**src/rtl/core/baca_pkg.sv**
```systemverilog
// ----------------------------------------------------------------------------
// baca_pkg
// Types and codes shared by the binary Aho-Corasick automaton block.
// ----------------------------------------------------------------------------
package baca_pkg;

    typedef struct packed {
        logic [1:0] cmd;
        logic       bit_value;
        logic       pattern_end;
        logic [7:0] current_node;
    } t_in_req;

    typedef struct packed {
        logic [7:0] node;
        logic       terminal;
        logic       overflow;
        logic [7:0] node_count;
    } t_out_req;

    localparam logic [1:0] CMD_CLEAR  = 2'd0;
    localparam logic [1:0] CMD_INSERT = 2'd1;
    localparam logic [1:0] CMD_BUILD  = 2'd2;
    localparam logic [1:0] CMD_STEP   = 2'd3;

    localparam int UOP_W = 5;

    localparam logic [UOP_W-1:0] U_NONE   = 5'd0;
    localparam logic [UOP_W-1:0] U_LOAD   = 5'd1;
    localparam logic [UOP_W-1:0] U_CLR0   = 5'd2;
    localparam logic [UOP_W-1:0] U_CLR1   = 5'd3;
    localparam logic [UOP_W-1:0] U_INS_RD = 5'd4;
    localparam logic [UOP_W-1:0] U_INS_EV = 5'd5;
    localparam logic [UOP_W-1:0] U_INS_A1 = 5'd6;
    localparam logic [UOP_W-1:0] U_INS_A2 = 5'd7;
    localparam logic [UOP_W-1:0] U_INS_TM = 5'd8;
    localparam logic [UOP_W-1:0] U_Q_RD   = 5'd9;
    localparam logic [UOP_W-1:0] U_Q_TM   = 5'd10;
    localparam logic [UOP_W-1:0] U_Q_FIN  = 5'd11;
    localparam logic [UOP_W-1:0] U_B_ER   = 5'd12;
    localparam logic [UOP_W-1:0] U_B_EW   = 5'd13;
    localparam logic [UOP_W-1:0] U_B_ET   = 5'd14;
    localparam logic [UOP_W-1:0] U_B_POP  = 5'd15;
    localparam logic [UOP_W-1:0] U_B_FL   = 5'd16;
    localparam logic [UOP_W-1:0] U_B_FF   = 5'd17;
    localparam logic [UOP_W-1:0] U_PUSH   = 5'd18;

    typedef struct packed {
        logic [UOP_W-1:0] uop;
    } t_ctl;

    typedef struct packed {
        logic ins_new;
        logic q_empty;
        logic bit_last;
        logic out_space;
    } t_sts;

endpackage

```
**src/rtl/core/baca_ctrl.sv**
```systemverilog
// ----------------------------------------------------------------------------
// baca_ctrl
// Sequencer: walks each command through its datapath micro-operations.
// ----------------------------------------------------------------------------
module baca_ctrl
    import baca_pkg::*;
(
    input  logic       i_clk,
    input  logic       i_rst_n,
    input  logic       i_in_valid,
    input  logic [1:0] i_cmd,
    input  t_sts       i_sts,
    output t_ctl       o_ctl,
    output logic       o_in_ready
);

    localparam logic [4:0] S_BOOT0  = 5'd0;
    localparam logic [4:0] S_BOOT1  = 5'd1;
    localparam logic [4:0] S_IDLE   = 5'd2;
    localparam logic [4:0] S_CLR0   = 5'd3;
    localparam logic [4:0] S_CLR1   = 5'd4;
    localparam logic [4:0] S_INS_RD = 5'd5;
    localparam logic [4:0] S_INS_EV = 5'd6;
    localparam logic [4:0] S_INS_A1 = 5'd7;
    localparam logic [4:0] S_INS_A2 = 5'd8;
    localparam logic [4:0] S_INS_TM = 5'd9;
    localparam logic [4:0] S_Q_RD   = 5'd10;
    localparam logic [4:0] S_Q_TM   = 5'd11;
    localparam logic [4:0] S_Q_FIN  = 5'd12;
    localparam logic [4:0] S_B_ER   = 5'd13;
    localparam logic [4:0] S_B_EW   = 5'd14;
    localparam logic [4:0] S_B_ET   = 5'd15;
    localparam logic [4:0] S_B_POP  = 5'd16;
    localparam logic [4:0] S_B_FL   = 5'd17;
    localparam logic [4:0] S_B_FF   = 5'd18;
    localparam logic [4:0] S_PUSH   = 5'd19;

    logic [4:0] r_state;
    logic [4:0] n_state;

    always_comb begin
        n_state   = r_state;
        o_ctl.uop = U_NONE;
        case (r_state)
            S_BOOT0: begin
                o_ctl.uop = U_CLR0;
                n_state   = S_BOOT1;
            end
            S_BOOT1: begin
                o_ctl.uop = U_CLR1;
                n_state   = S_IDLE;
            end
            S_IDLE: begin
                if (i_in_valid) begin
                    o_ctl.uop = U_LOAD;
                    case (i_cmd)
                        CMD_CLEAR:  n_state = S_CLR0;
                        CMD_INSERT: n_state = S_INS_RD;
                        CMD_BUILD:  n_state = S_B_ER;
                        CMD_STEP:   n_state = S_Q_RD;
                        default:    n_state = S_IDLE;
                    endcase
                end
            end
            S_CLR0: begin
                o_ctl.uop = U_CLR0;
                n_state   = S_CLR1;
            end
            S_CLR1: begin
                o_ctl.uop = U_CLR1;
                n_state   = S_PUSH;
            end
            S_INS_RD: begin
                o_ctl.uop = U_INS_RD;
                n_state   = S_INS_EV;
            end
            S_INS_EV: begin
                o_ctl.uop = U_INS_EV;
                n_state   = i_sts.ins_new ? S_INS_A1 : S_INS_TM;
            end
            S_INS_A1: begin
                o_ctl.uop = U_INS_A1;
                n_state   = S_INS_A2;
            end
            S_INS_A2: begin
                o_ctl.uop = U_INS_A2;
                n_state   = S_INS_TM;
            end
            S_INS_TM: begin
                o_ctl.uop = U_INS_TM;
                n_state   = S_PUSH;
            end
            S_Q_RD: begin
                o_ctl.uop = U_Q_RD;
                n_state   = S_Q_TM;
            end
            S_Q_TM: begin
                o_ctl.uop = U_Q_TM;
                n_state   = S_Q_FIN;
            end
            S_Q_FIN: begin
                o_ctl.uop = U_Q_FIN;
                n_state   = S_PUSH;
            end
            S_B_ER: begin
                o_ctl.uop = U_B_ER;
                n_state   = S_B_EW;
            end
            S_B_EW: begin
                o_ctl.uop = U_B_EW;
                n_state   = S_B_ET;
            end
            S_B_ET: begin
                o_ctl.uop = U_B_ET;
                n_state   = i_sts.bit_last ? S_B_POP : S_B_ER;
            end
            S_B_POP: begin
                o_ctl.uop = U_B_POP;
                n_state   = i_sts.q_empty ? S_PUSH : S_B_FL;
            end
            S_B_FL: begin
                o_ctl.uop = U_B_FL;
                n_state   = S_B_FF;
            end
            S_B_FF: begin
                o_ctl.uop = U_B_FF;
                n_state   = S_B_ER;
            end
            S_PUSH: begin
                o_ctl.uop = U_PUSH;
                if (i_sts.out_space) begin
                    n_state = S_IDLE;
                end
            end
            default: begin
                n_state = S_BOOT0;
            end
        endcase
    end

    always_ff @(posedge i_clk) begin
        if (!i_rst_n) begin
            r_state <= S_BOOT0;
        end else begin
            r_state <= n_state;
        end
    end

    assign o_in_ready = (r_state == S_IDLE);

endmodule

```
**config.mk**
```make
export PLATFORM = sky130hd
export DESIGN_NAME = baca_ctrl
export DESIGN_NICKNAME = d
export VERILOG_FILES = /design/src/rtl/core/baca_pkg.sv /design/src/rtl/core/baca_ctrl.sv
export SDC_FILE = /design/constraint.sdc
export NUM_CORES = 1
export LEC_CHECK = 0
export ABC_AREA = 1
export BUFFER_PORTS_ARGS = -buffer_cell sky130_fd_sc_hd__buf_2
export CAP_MARGIN = 10
export CORE_MARGIN = 5
export CORE_UTILIZATION = 47
export CTS_BUF_LIST = sky130_fd_sc_hd__clkbuf_16
export DETAILED_ROUTE_END_ITERATION = 7
export HOLD_SLACK_MARGIN = 0.15
export PLACE_DENSITY = 0.76
export SYNTH_ARGS = -nofsm -noshare
export SYNTH_HDL_FRONTEND = slang
export SYNTH_SLANG_ARGS = --single-unit
```
**constraint.sdc**
```tcl
create_clock -name i_clk -period 1.6 [get_ports i_clk]
set_clock_uncertainty 0.1 [all_clocks]
set_input_delay 0.32 -clock i_clk [delete_from_list [all_inputs] [get_ports i_clk]]
set_output_delay 0.32 -clock i_clk [all_outputs]
set_load 0.01 [all_outputs]
```
==> results of run 1 <==
## kinds of logic after synthesis
family / Yosys count
simple gates: 89
buf+inv: 22
compound gates: 6
flops: 5
fa+ha+maj: 3
## repair_timing
action,CTS
buffers inserted,4
resized for setup,42
endpoints found under the setup margin,10
pin swaps,7
## synth_stat cells, drive strengths merged
cell	count
nand4	3
nor3b	1
or2	1
ha	3
o21ai	3
or3b	1
dfxtp	5
inv	22
a21oi	2
nand2	32
nand3b	1
nor3	4
nand3	21
a41oi	1
nor2	25
## metrics by stage
step	area (µm²)	utilization, %
3_3_place_gp	948	72.0
4_1_cts	1180	89.5
2_1_floorplan	664	-
3_5_place_dp	948	72.0
==> qor.yml, run 1 <==
synthesis:
  synth_area_leader_cell: "nand2_1"
  synth_cell_types: 19
  yosysWarningCount: 0
  synthSimpleGateAreaFrac_pct: 61.1
  synth_compound_area_share_pct: 5.66
  synth_adder_area_share_pct: 5.66
  netlist_area_um2: 663
  ys_seq_area_share_pct: 15.1
  avgSynthCellArea_um2: 5.31
  synth_top_family_by_area: "simple AND/OR/NAND/NOR gates"
  synth_fp_nets: 137
  synth.area.mux_share_pct: 0
  ys_seq_elements: 5
  synth_cells: 125
  synth_area_leaders: "nand2_1 18%, nand3_1 16%, dfxtp_1 15%"
  synth_xor_area_share_pct: 0
  synth_top_area_share_pct: 17.5
place:
  pre_cts_slack_ns: -0.183
  port_buffers: 14
  dp_hpwl_um: 1900
  place_congestion: 1.01
  placedCellCount: 180
cts:
  cts_hold_buf: 0
  cts_sinks: 5
  max-clock-path-buffers: 2
  cts_max_level: 1
  cts_root_buf: "clkbuf_16"
  cts_inserted_buffers: 3
timing:
  crit_endpoint: "o_ctl[2]"
  worst-ep-kind: "output port"
die:
  ios: 15
  num_rows: 13
  start_util_pct: 50.3
  die_w_um: 47.6
  die_h_um: 47.6
run_status:
  status: "aborted with a tool error"
  error: "[ERROR DPL-0033] detailed placement checks failed during check placement."
  stop_stage: "5_1_grt"
global_route:
  grt_max_degree: 9
  grt_antenna_before_repair: 0
==> inputs of run 2 (changes only) <==
--- a/config.mk
+++ b/config.mk
@@ -8,12 +8,10 @@
 export ABC_AREA = 1
 export BUFFER_PORTS_ARGS = -buffer_cell sky130_fd_sc_hd__buf_2
 export CAP_MARGIN = 10
-export CORE_MARGIN = 5
-export CORE_UTILIZATION = 47
-export CTS_BUF_LIST = sky130_fd_sc_hd__clkbuf_16
+export CORE_AREA = 5 5 66 68
 export DETAILED_ROUTE_END_ITERATION = 7
-export HOLD_SLACK_MARGIN = 0.15
-export PLACE_DENSITY = 0.76
+export DIE_AREA = 0 0 71 73
+export PLACE_DENSITY_LB_ADDON = 0.15
 export SYNTH_ARGS = -nofsm -noshare
 export SYNTH_HDL_FRONTEND = slang
 export SYNTH_SLANG_ARGS = --single-unit
==> constraint.sdc (replaced) <==
create_clock -name i_clk -period 2.1 [get_ports i_clk]
set_clock_uncertainty 0.1 [all_clocks]
set_input_delay 0.42 -clock i_clk [delete_from_list [all_inputs] [get_ports i_clk]]
set_output_delay 0.42 -clock i_clk [all_outputs]
set_load 0.01 [all_outputs]
==> run 2 against run 1 <==
  * The run now ends clean
  * Synthesized cell count unchanged
  * Synthesized area unchanged
==> qor.yml, run 2 <==
synthesis:
  netlist_area_um2: 663  # unchanged
  synth_area_leaders: "nand2_1 18%, nand3_1 16%, dfxtp_1 15%"
  avgSynthCellArea_um2: 5.31  # unchanged
  yosysWarningCount: 0  # unchanged
  synth_edf_count: 0  # unchanged
  yosysMostFrequentCell: "nand2_1"
  synth_area_leader_cell: "nand2_1"
  synth_top_area_share_pct: 17.5  # unchanged
  ys_seq_elements: 5  # unchanged
  synth_fp_nets: 137  # unchanged
  synth_cells: 125  # unchanged
  synth_common_cells: "31 x nand2_1, 23 x nor2_1, 21 x inv_1, 21 x nand3_1, 5 x dfxtp_1"
  synth_cell_types: 19  # unchanged
  synthFlopType: "dfxtp_1"
  ys_async_sr_fraction_pct: 0  # unchanged
  ys_seq_area_share_pct: 15.1  # unchanged
timing:
  setup_slack_ns: 0.0646
  timing.hold.ws_ns: 0.313
  drv_slew: 0
  setup-violations-final: 0
  period_needed_ns: 2.04
  rsz0062_at_grt: "true"
  finalHoldViolations: 0
  fmax_ghz: 0.491
  relSlewSlack_pct: 76.7
  max_slew.worst_pin.slew_ns: 0.347
  fin_crit_sh_pct: 96.9
power_and_ir_drop:
  swShare_pct: 48.9
  powerDensity_nw_per_um2: 1050
  p_seq_share_pct: 18.7
  ir_drop_mv: 0.269
  switchingPower_uw: 458
  internal_power_uw: 479
  p_leak_nw: 0.491
  p_clk_share_pct: 18.7
  power_frac_comb_pct: 62.7
  total_power_uw: 938
cells_and_area:
  top_regs: "r_state x5"
  max_flop_register: "r_state"
  syn_to_final_growth_pct: 34.2
  finalNonFillerCells: 195
  largest_reg_flops: 5
  mostFrequentLayoutCells: "29 x nand2_1, 21 x nand3_1, 20 x nor2_1"
  nets: 158
  utilization_pct: 23.4
  final_common_cell: "nand2_1"
  drive_above_1_share_pct: 26.2
  antenna_cells_inserted: 0
critical_path:
  crit_path_max_incr_delay_ns: 0.36
  worstPathArrival_ns: 1.52
  crit_start: "r_state[2]"
  critPathKind: "register to primary output"
  cp-start-kind: "register"
  r2r_end: "r_state[0]"
  reg2reg_depth: 7
  critical_path.top_delay_family: "simple AND/OR/NAND/NOR gates"
  critical_path.most_common_cell: "nand2_1"
  worstPathMaxFanout: 6
  cp_data_required_time_ns: 1.58
  path_depth: 9
  critPathCapture: "o_ctl[3]"
  slowest_stage: "dfxtp_4"
  path_buf_inv: 3
  crit_chain: "nor2_4 -> nand2_2 -> inv_2 -> nand2_1 -> nand2_1 -> or3b_1 -> inv_1 -> nand2_1 -> buf_2"
  crit_path_end_kind: "primary output"
  r2r_start: "r_state[2]"
  reg2reg_slack_ns: 0.52
die:
  die_h_um: 73  # +53%
  core-area_um2: 3800
  ios: 15  # unchanged
  start_util_pct: 17.5  # -33 points
  die_w_um: 71  # +49%
  die_area_um2: 5180
  num_rows: 23  # +10
global_route:
  grt_overflow_total: 0
  grt_pass1_wl_um: 3430
  grt_antenna_before_repair: 0
  grt_usage_pct: 8.10
  grt_pass1_vias: 784
  grt_max_degree: 11
detailed_routing:
  wl_met3_um: 116
  wl_met1_um: 950
  dr_wl_met2_um: 1020
  dr.pass1.iters: 4
  drt-total-wl_um: 2100
  drtAntennaViolNets: 0
  wl_per_cell_um: 10.7
  drt_iter0_drc: 62
  remaining_drc_errors: 0
  routed.top_layer: "met4"
  vias: 847
  viasPerCell: 4.34
place:
  place_congestion: 0.897  # -12%
  port_buffers: 14  # unchanged
  pre_cts_slack_ns: 0.0659  # +0.249 ns
  dp_hpwl_um: 1740  # -8.5%
  placedCellCount: 189  # +5.0%
cts:
  cts_sinks: 5  # unchanged
  max-clock-path-buffers: 2  # unchanged
  path_clk_slew_ns: 0.04
  cts_max_level: 1  # unchanged
  clkLatencyLatePin_ns: 0.22
  cts_root_buf: "clkbuf_8"
  cts_inserted_buffers: 3  # unchanged
  cts_tree: "done"
  cts_hold_buf: 0  # unchanged
flow_run:
  maxCapViolations: 0
run_status:
  status: "completed"
hold_path:
  holdCritPathClass: "input port to register"
## run 2: cell counts after synthesis
No cell type changed its count.
## run 2: how the worst min path moves through the flow
| stage | start | endpoint | slack, ns | cells after the start |
|---|---|---|---|---|
| final | i_rst_n | r_state[1] | 0.31 | 3 |
| after global routing | i_rst_n | r_state[1] | 0.32 | 3 |
| after CTS | i_rst_n | r_state[1] | 0.32 | 3 |
| after detailed placement | i_rst_n | r_state[1] | 0.55 | 3 |
| after global placement | i_rst_n | r_state[1] | 0.55 | 3 |
| after floorplan | i_rst_n | r_state[1] | 0.42 | 2 |
## run 2: per-layer routing
layer | vias to the layer above | GRT usage [%]
met5 | - | 0
met4 | 0 | 2.30
met3 | 2 | 1.79
met2 | 28 | 14.1
met1 | 380 | 10.0
li1 | 437 | -
## run 2: cells by family after synthesis
| kind of cell | synth area share, % |
|---|---|
| compound gates | 5.66 |
| simple gates | 61.1 |
| flops | 15.1 |
| fa+ha+maj | 5.66 |
| buf+inv | 12.5 |
## run 2: worst reg2reg max path, delay by kind of cell, from the launching register on
family	cells	cell delay, ns
AO/OA/AOI/OAI	2	0.16
flip-flops	1	0.35
AND/OR/NAND/NOR	4	0.76
buffers and inverters	1	0.10
## run 2: repair_timing
item | in CTS | in global routing
hold endpoints to repair | 0 | 0
resized for setup | 7 | 11
endpoints found under the setup margin | 4 | 4
setup buffers | 1 | 1
pin swaps | 0 | 1
cloned | 0 | 0
## run 2: power groups by stage
stage / Clock [mW] / Combinational, mW / Sequential, mW
floorplan: 0 / 0.383 / 0.156
global placement: 0 / 0.559 / 0.167
detailed placement: 0 / 0.541 / 0.164
CTS: 0.178 / 0.554 / 0.167
global route: 0.191 / 0.664 / 0.179
finish: 0.175 / 0.588 / 0.175
## run 2: cell type report
type                    count  area (µm²)
clock buffers               4        45.0
inverters                  22        82.6
multi-input cells          98         498
flip-flops and latches      5         116
well taps                  50        62.6
repair buffers             16        85.1
fillers                   458        2910
## run 2: per-stage QoR
stage,TNS [ns],instance area (µm²)
2_1_floorplan,0,663
3_3_place_gp,0,796
3_5_place_dp,0,796
4_1_cts,0,860
5_1_grt,-0.153,890
6_report,0,890
Power figures use the tool's default switching activity.
==> inputs of run 3 (changes only) <==
--- a/config.mk
+++ b/config.mk
@@ -11,6 +11,7 @@
 export CORE_AREA = 5 5 66 68
 export DETAILED_ROUTE_END_ITERATION = 7
 export DIE_AREA = 0 0 71 73
+export GPL_TIMING_DRIVEN = 0
 export PLACE_DENSITY_LB_ADDON = 0.15
 export SYNTH_ARGS = -nofsm -noshare
 export SYNTH_HDL_FRONTEND = slang
==> run 3 against run 2 <==
  * Clock power hardly changed
  * Critical path depth is 2 lower
  * Die area stayed put
  * Via count is 4.3% higher
  * Setup slack better by 0.023 ns
  * Utilization is 0.59 points higher
  * Largest power group unchanged
  * Total power is 2.6% higher
  * Clock-buffer cell count stayed put
  * Critical path type unchanged
  * Routed wire length is 7.0% higher
  * Sequential power hardly changed
  * Fmax is 1.2% higher
  * Sequential cell count stayed put
==> qor.yml, run 3 (synthesis results as in run 2) <==
critical_path:
  crit_path_end_kind: "primary output"
  critPathKind: "register to primary output"
  worstPathArrival_ns: 1.49  # -0.03 ns
  cp-start-kind: "register"
  cp_data_required_time_ns: 1.58  # about the same
  worstPathMaxFanout: 4  # -2
die:
  core-area_um2: 3800  # unchanged
  start_util_pct: 17.5  # unchanged
  die_h_um: 73  # unchanged
  num_rows: 23  # unchanged
  ios: 15  # unchanged
  die_area_um2: 5180  # unchanged
  die_w_um: 71  # unchanged
hold_path:
  holdCritPathClass: "input port to register"
place:
  dp_hpwl_um: 1860  # +7.0%
  port_buffers: 14  # unchanged
  pre_cts_slack_ns: 0.0688  # +0.00292 ns
  postPlaceCellArea_um2: 796  # unchanged
  place_congestion: 0.972  # +8.3%
global_route:
  grt_pass1_vias: 799  # +1.9%
  grt_antenna_before_repair: 0  # unchanged
  grtUsageMet3_pct: 1.79  # unchanged
  grt_overflow_total: 0  # unchanged
  grt_busiest_layer: "met2"
  grt_usage_pct: 8.48  # +0.37 points
  globalRouteMet1Util_pct: 10.4  # +0.41 points
  use_met2_pct: 15.0  # +0.93 points
  grt_pass1_wl_um: 3510  # +2.4%
  grt_max_degree: 11  # unchanged
cells_and_area:
  multi_input_area_um2: 503  # +1.0%
  final_common_cell: "nand2_1"
  drive_above_1_share_pct: 28.4  # +2.2 points
  nFillCells: 469  # +2.4%
  max_flop_register: "r_state"
  antenna_cells_inserted: 0  # unchanged
  top_regs: "r_state x5"
  final_area_um2: 912  # +2.5%
  syn_to_final_growth_pct: 37.5
  largest_reg_flops: 5  # unchanged
  mostFrequentLayoutCells: "29 x nand2_1, 21 x nand3_1, 20 x nor2_1"
  register_area_um2: 111  # -4.3%
  nets: 161  # +1.9%
  utilization_pct: 24.0  # +0.59 points
detailed_routing:
  drt-total-wl_um: 2240  # +7.0%
  drtAntennaViolNets: 0  # unchanged
  viasPerCell: 4.46  # +2.7%
  wl_per_cell_um: 11.3  # +5.3%
  dr.pass1.iters: 4  # unchanged
  remaining_drc_errors: 0  # unchanged
  drt_iter0_drc: 45  # -27%
  vias: 883  # +4.3%
power_and_ir_drop:
  p_leak_nw: 0.504  # +2.7%
  ir_drop_mv: 0.321  # +20%
  powerDensity_nw_per_um2: 1050  # about the same
  total_power_uw: 962  # +2.6%
timing:
  fmax_ghz: 0.497  # +1.2%
  relSlewSlack_pct: 77.3  # +0.63 points
  period_needed_ns: 2.01  # -0.0235 ns
  finalHoldViolations: 0  # unchanged
  setup-violations-final: 0  # unchanged
  max_slew.worst_pin.slew_ns: 0.340  # -0.00716 ns
  drv_slew: 0  # unchanged
  fin_crit_sh_pct: 95.8  # -1.1 points
  setup_slack_ns: 0.0881  # +0.0235 ns
cts:
  cts_hold_buf: 0  # unchanged
  cts_sinks: 5  # unchanged
  path_clk_slew_ns: 0.03  # about the same
  cts_max_level: 1  # unchanged
  max-clock-path-buffers: 2  # unchanged
  clkLatencyLatePin_ns: 0.22  # about the same
  cts_inserted_buffers: 3  # unchanged
  cts_root_buf: "clkbuf_8"
  cts_tree: "done"
flow_run:
  maxCapViolations: 0  # unchanged
run_status:
  status: "completed"
[run 3: layer usage]
layer	vias to the layer above	wire length [µm]
met4	0	11
met1	398	957
met2	35	1120
met5	-	0
li1	448	-
met3	2	156
[run 3: path summary, 6_finish.rpt]
| kind | endpoint | cells after the start | from | slack [ns] |
|---|---|---|---|---|
| hold / removal | r_state[1] | 3 | i_rst_n | 0.31 |
| hold reg to reg | r_state[4] | 3 | r_state[1] | 0.61 |
| setup / recovery | o_ctl[3] | 7 | r_state[0] | 0.09 |
| setup reg to reg | r_state[1] | 10 | r_state[0] | 0.58 |
[run 3: final cells by class]
cell class,count,share of cell area [%]
clock buffer,4,4.94
multi-input combinational,98,55.1
tap,50,6.86
inverter,22,9.05
timing repair buffer,19,11.8
sequential,5,12.2
[run 3: timing repair]
item	4_1_cts	5_1_grt
resized for setup	7	10
buffers inserted	0	5
pin swaps	0	3
setup endpoints to repair	4	3
[run 3: through the flow]
stage               TNS [ns]  hold slack, ns  instances
floorplan                  0           0.418        125
global placement           0           0.544        189
detailed placement         0           0.534        189
CTS                        0           0.309        193
global route        -0.00458           0.344        198
finish                     0           0.308        198
[run 3: worst max-delay path, cell delays in order, from the launching register on]
cell     delay (ns)
dfxtp_4        0.35
buf_4          0.15
nand2_2        0.10
nor3_2         0.07
or3b_1         0.37
inv_1          0.07
nand2_1        0.04
buf_2          0.13
[run 3: power by group]
part | switching [mW] | internal [mW] | leakage (nW)
logic | 0.387 | 0.230 | 0.438
registers | 0.0402 | 0.132 | 0.0436
clock network | 0.0418 | 0.130 | 0.0228
==> inputs of run 4 (changes only) <==
--- a/config.mk
+++ b/config.mk
@@ -12,7 +12,6 @@
 export DETAILED_ROUTE_END_ITERATION = 7
 export DIE_AREA = 0 0 71 73
 export GPL_TIMING_DRIVEN = 0
-export PLACE_DENSITY_LB_ADDON = 0.15
 export SYNTH_ARGS = -nofsm -noshare
 export SYNTH_HDL_FRONTEND = slang
 export SYNTH_SLANG_ARGS = --single-unit
==> constraint.sdc (replaced) <==
create_clock -name i_clk -period 2.15 [get_ports i_clk]
set_clock_uncertainty 0.1 [all_clocks]
set_input_delay 0.43 -clock i_clk [delete_from_list [all_inputs] [get_ports i_clk]]
set_output_delay 0.43 -clock i_clk [all_outputs]
set_load 0.01 [all_outputs]
==> run 4 against run 3 <==
  * Utilization shrank 0.53 points
  * Die area is the same
  * First-iteration DRC count shrank 47%
  * Routed wire length fell by 11%
  * Critical endpoint unchanged
==> qor.yml, run 4 (synthesis results as in run 2) <==
run_status:
  status: "completed"
cells_and_area:
  antenna_cells_inserted: 0  # unchanged
  syn_to_final_growth_pct: 34.5
  top_regs: "r_state x5"
  drive_above_1_share_pct: 28.3  # -0.10 points
  final_area_um2: 892  # -2.2%
  final_common_cell: "nand2_1"
  mostFrequentLayoutCells: "27 x nand2_1, 21 x nand3_1, 20 x nor2_1"
  nets: 158  # -1.9%
  finalNonFillerCells: 195  # -1.5%
  max_flop_register: "r_state"
  largest_reg_flops: 5  # unchanged
die:
  num_rows: 23  # unchanged
  ios: 15  # unchanged
  core-area_um2: 3800  # unchanged
  die_h_um: 73  # unchanged
  die_w_um: 71  # unchanged
  start_util_pct: 17.5  # unchanged
  die_area_um2: 5180  # unchanged
critical_path:
  crit_path_end_kind: "primary output"
  cp_data_required_time_ns: 1.62  # +0.04 ns
  critPathKind: "register to primary output"
  crit_chain: "inv_2 -> nand2_2 -> nor2_1 -> nand2_1 -> or3b_4 -> inv_1 -> nand2_1 -> buf_2"
  critical_path.most_common_cell: "nand2_1"
  cp-start-kind: "register"
  slowest_stage: "or3b_4"
  critical_path.top_delay_family: "simple AND/OR/NAND/NOR gates"
  worstPathMaxFanout: 6  # +2
  crit_path_max_incr_delay_ns: 0.38  # about the same
  path_buf_inv: 3  # unchanged
  worstPathArrival_ns: 1.54  # +0.05 ns
detailed_routing:
  dr.pass1.iters: 4  # unchanged
  wl_met3_um: 126  # -19%
  routed.top_layer: "met4"
  drt_iter0_drc: 24  # -47%
  wl_met1_um: 875  # -8.6%
  vias: 855  # -3.2%
  remaining_drc_errors: 0  # unchanged
  viasPerCell: 4.38  # -1.7%
  drt-total-wl_um: 1990  # -11%
  drtAntennaViolNets: 0  # unchanged
  dr_wl_met2_um: 928  # -17%
  wl_per_cell_um: 10.2  # -9.9%
timing:
  fmax_ghz: 0.484
  rsz0062_at_grt: "true"
  setup-violations-final: 0  # unchanged
  finalHoldViolations: 0  # unchanged
  max_slew.worst_pin.slew_ns: 0.300  # -0.0402 ns
  period_needed_ns: 2.07
  relSlewSlack_pct: 79.9  # +2.6 points
  drv_slew: 0  # unchanged
  fin_crit_sh_pct: 96.2
cts:
  path_clk_slew_ns: 0.04  # about the same
  max-clock-path-buffers: 2  # unchanged
  clkLatencyLatePin_ns: 0.22  # about the same
  cts_max_level: 1  # unchanged
  cts_root_buf: "clkbuf_8"
  cts_inserted_buffers: 3  # unchanged
  cts_hold_buf: 0  # unchanged
  cts_tree: "done"
  cts_sinks: 5  # unchanged
place:
  dp_hpwl_um: 1620  # -13%
  port_buffers: 14  # unchanged
  place_congestion: 0.897  # -7.7%
  postPlaceCellArea_um2: 796  # unchanged
  placedCellCount: 189  # unchanged
global_route:
  grt_pass1_wl_um: 3390  # -3.4%
  grt_max_degree: 11  # unchanged
  grt_pass1_vias: 778  # -2.6%
  grt_overflow_total: 0  # unchanged
  grt_antenna_before_repair: 0  # unchanged
  grt_usage_pct: 8.11  # -0.37 points
power_and_ir_drop:
  ir_drop_mv: 0.374  # +16%
  total_power_uw: 890  # -7.4%
  powerDensity_nw_per_um2: 998  # -5.4%
  p_leak_nw: 0.484  # -3.9%
flow_run:
  maxCapViolations: 0  # unchanged
hold_path:
  holdCritPathClass: "input port to register"
run 4: changes by cell type in the layout (fill, tap and decap cells not counted), sizes merged:
cell | before | now
buf | 19 | 16
run 4: routing by layer:
| layer | global-route usage, % | up-vias |
|---|---|---|
| met5 | 0 | - |
| met1 | 10.0 | 370 |
| met3 | 2.34 | 8 |
| li1 | - | 438 |
| met4 | 2.09 | 0 |
| met2 | 13.8 | 39 |
run 4: final timing paths:
check             start          to  slack, ns  cells after the start
max          r_state[0]    o_ctl[3]       0.08                      8
min             i_rst_n  r_state[1]       0.31                      3
min reg2reg  r_state[1]  r_state[4]       0.60                      3
max reg2reg  r_state[0]  r_state[3]       0.59                     10
run 4: area by class of cell:
type / count / area (µm²)
fill: 482 / 2910
clock buffer: 4 / 45.0
inverter: 22 / 82.6
timing repair buffer: 16 / 85.1
tap: 50 / 62.6
multi-input combinational: 98 / 505
sequential: 5 / 111
run 4: per-stage QoR:
stage | TNS (ns) | hold slack [ns] | utilization, % | worst slack [ns]
floorplan | 0 | 0.428 | - | 0.407
global placement | 0 | 0.531 | 20.9 | 0.143
detailed placement | 0 | 0.543 | 20.9 | 0.139
CTS | 0 | 0.314 | 22.2 | 0.00787
global route | -0.00902 | 0.336 | 23.5 | -0.00538
finish | 0 | 0.312 | 23.5 | 0.0824
run 4: report_power, final:
part	leakage, nW	switching (mW)	total [mW]	internal (mW)
Clock	0.0228	0.0454	0.173	0.127
Combinational	0.418	0.346	0.542	0.197
Sequential	0.0436	0.0457	0.175	0.130
Total	0.484	0.437	0.890	0.454
run 4: worst register-to-register path, delay by kind of cell (launching register included):
family	cells	cell delay (ns)
buffers and inverters	2	0.18
flip-flops	1	0.37
AND/OR/NAND/NOR	8	0.80
run 4: repair_timing:
item	4_1_cts	5_1_grt
endpoints found under the setup margin	2	4
gates resized for setup	2	17
setup buffers	0	2
pin swaps	0	3
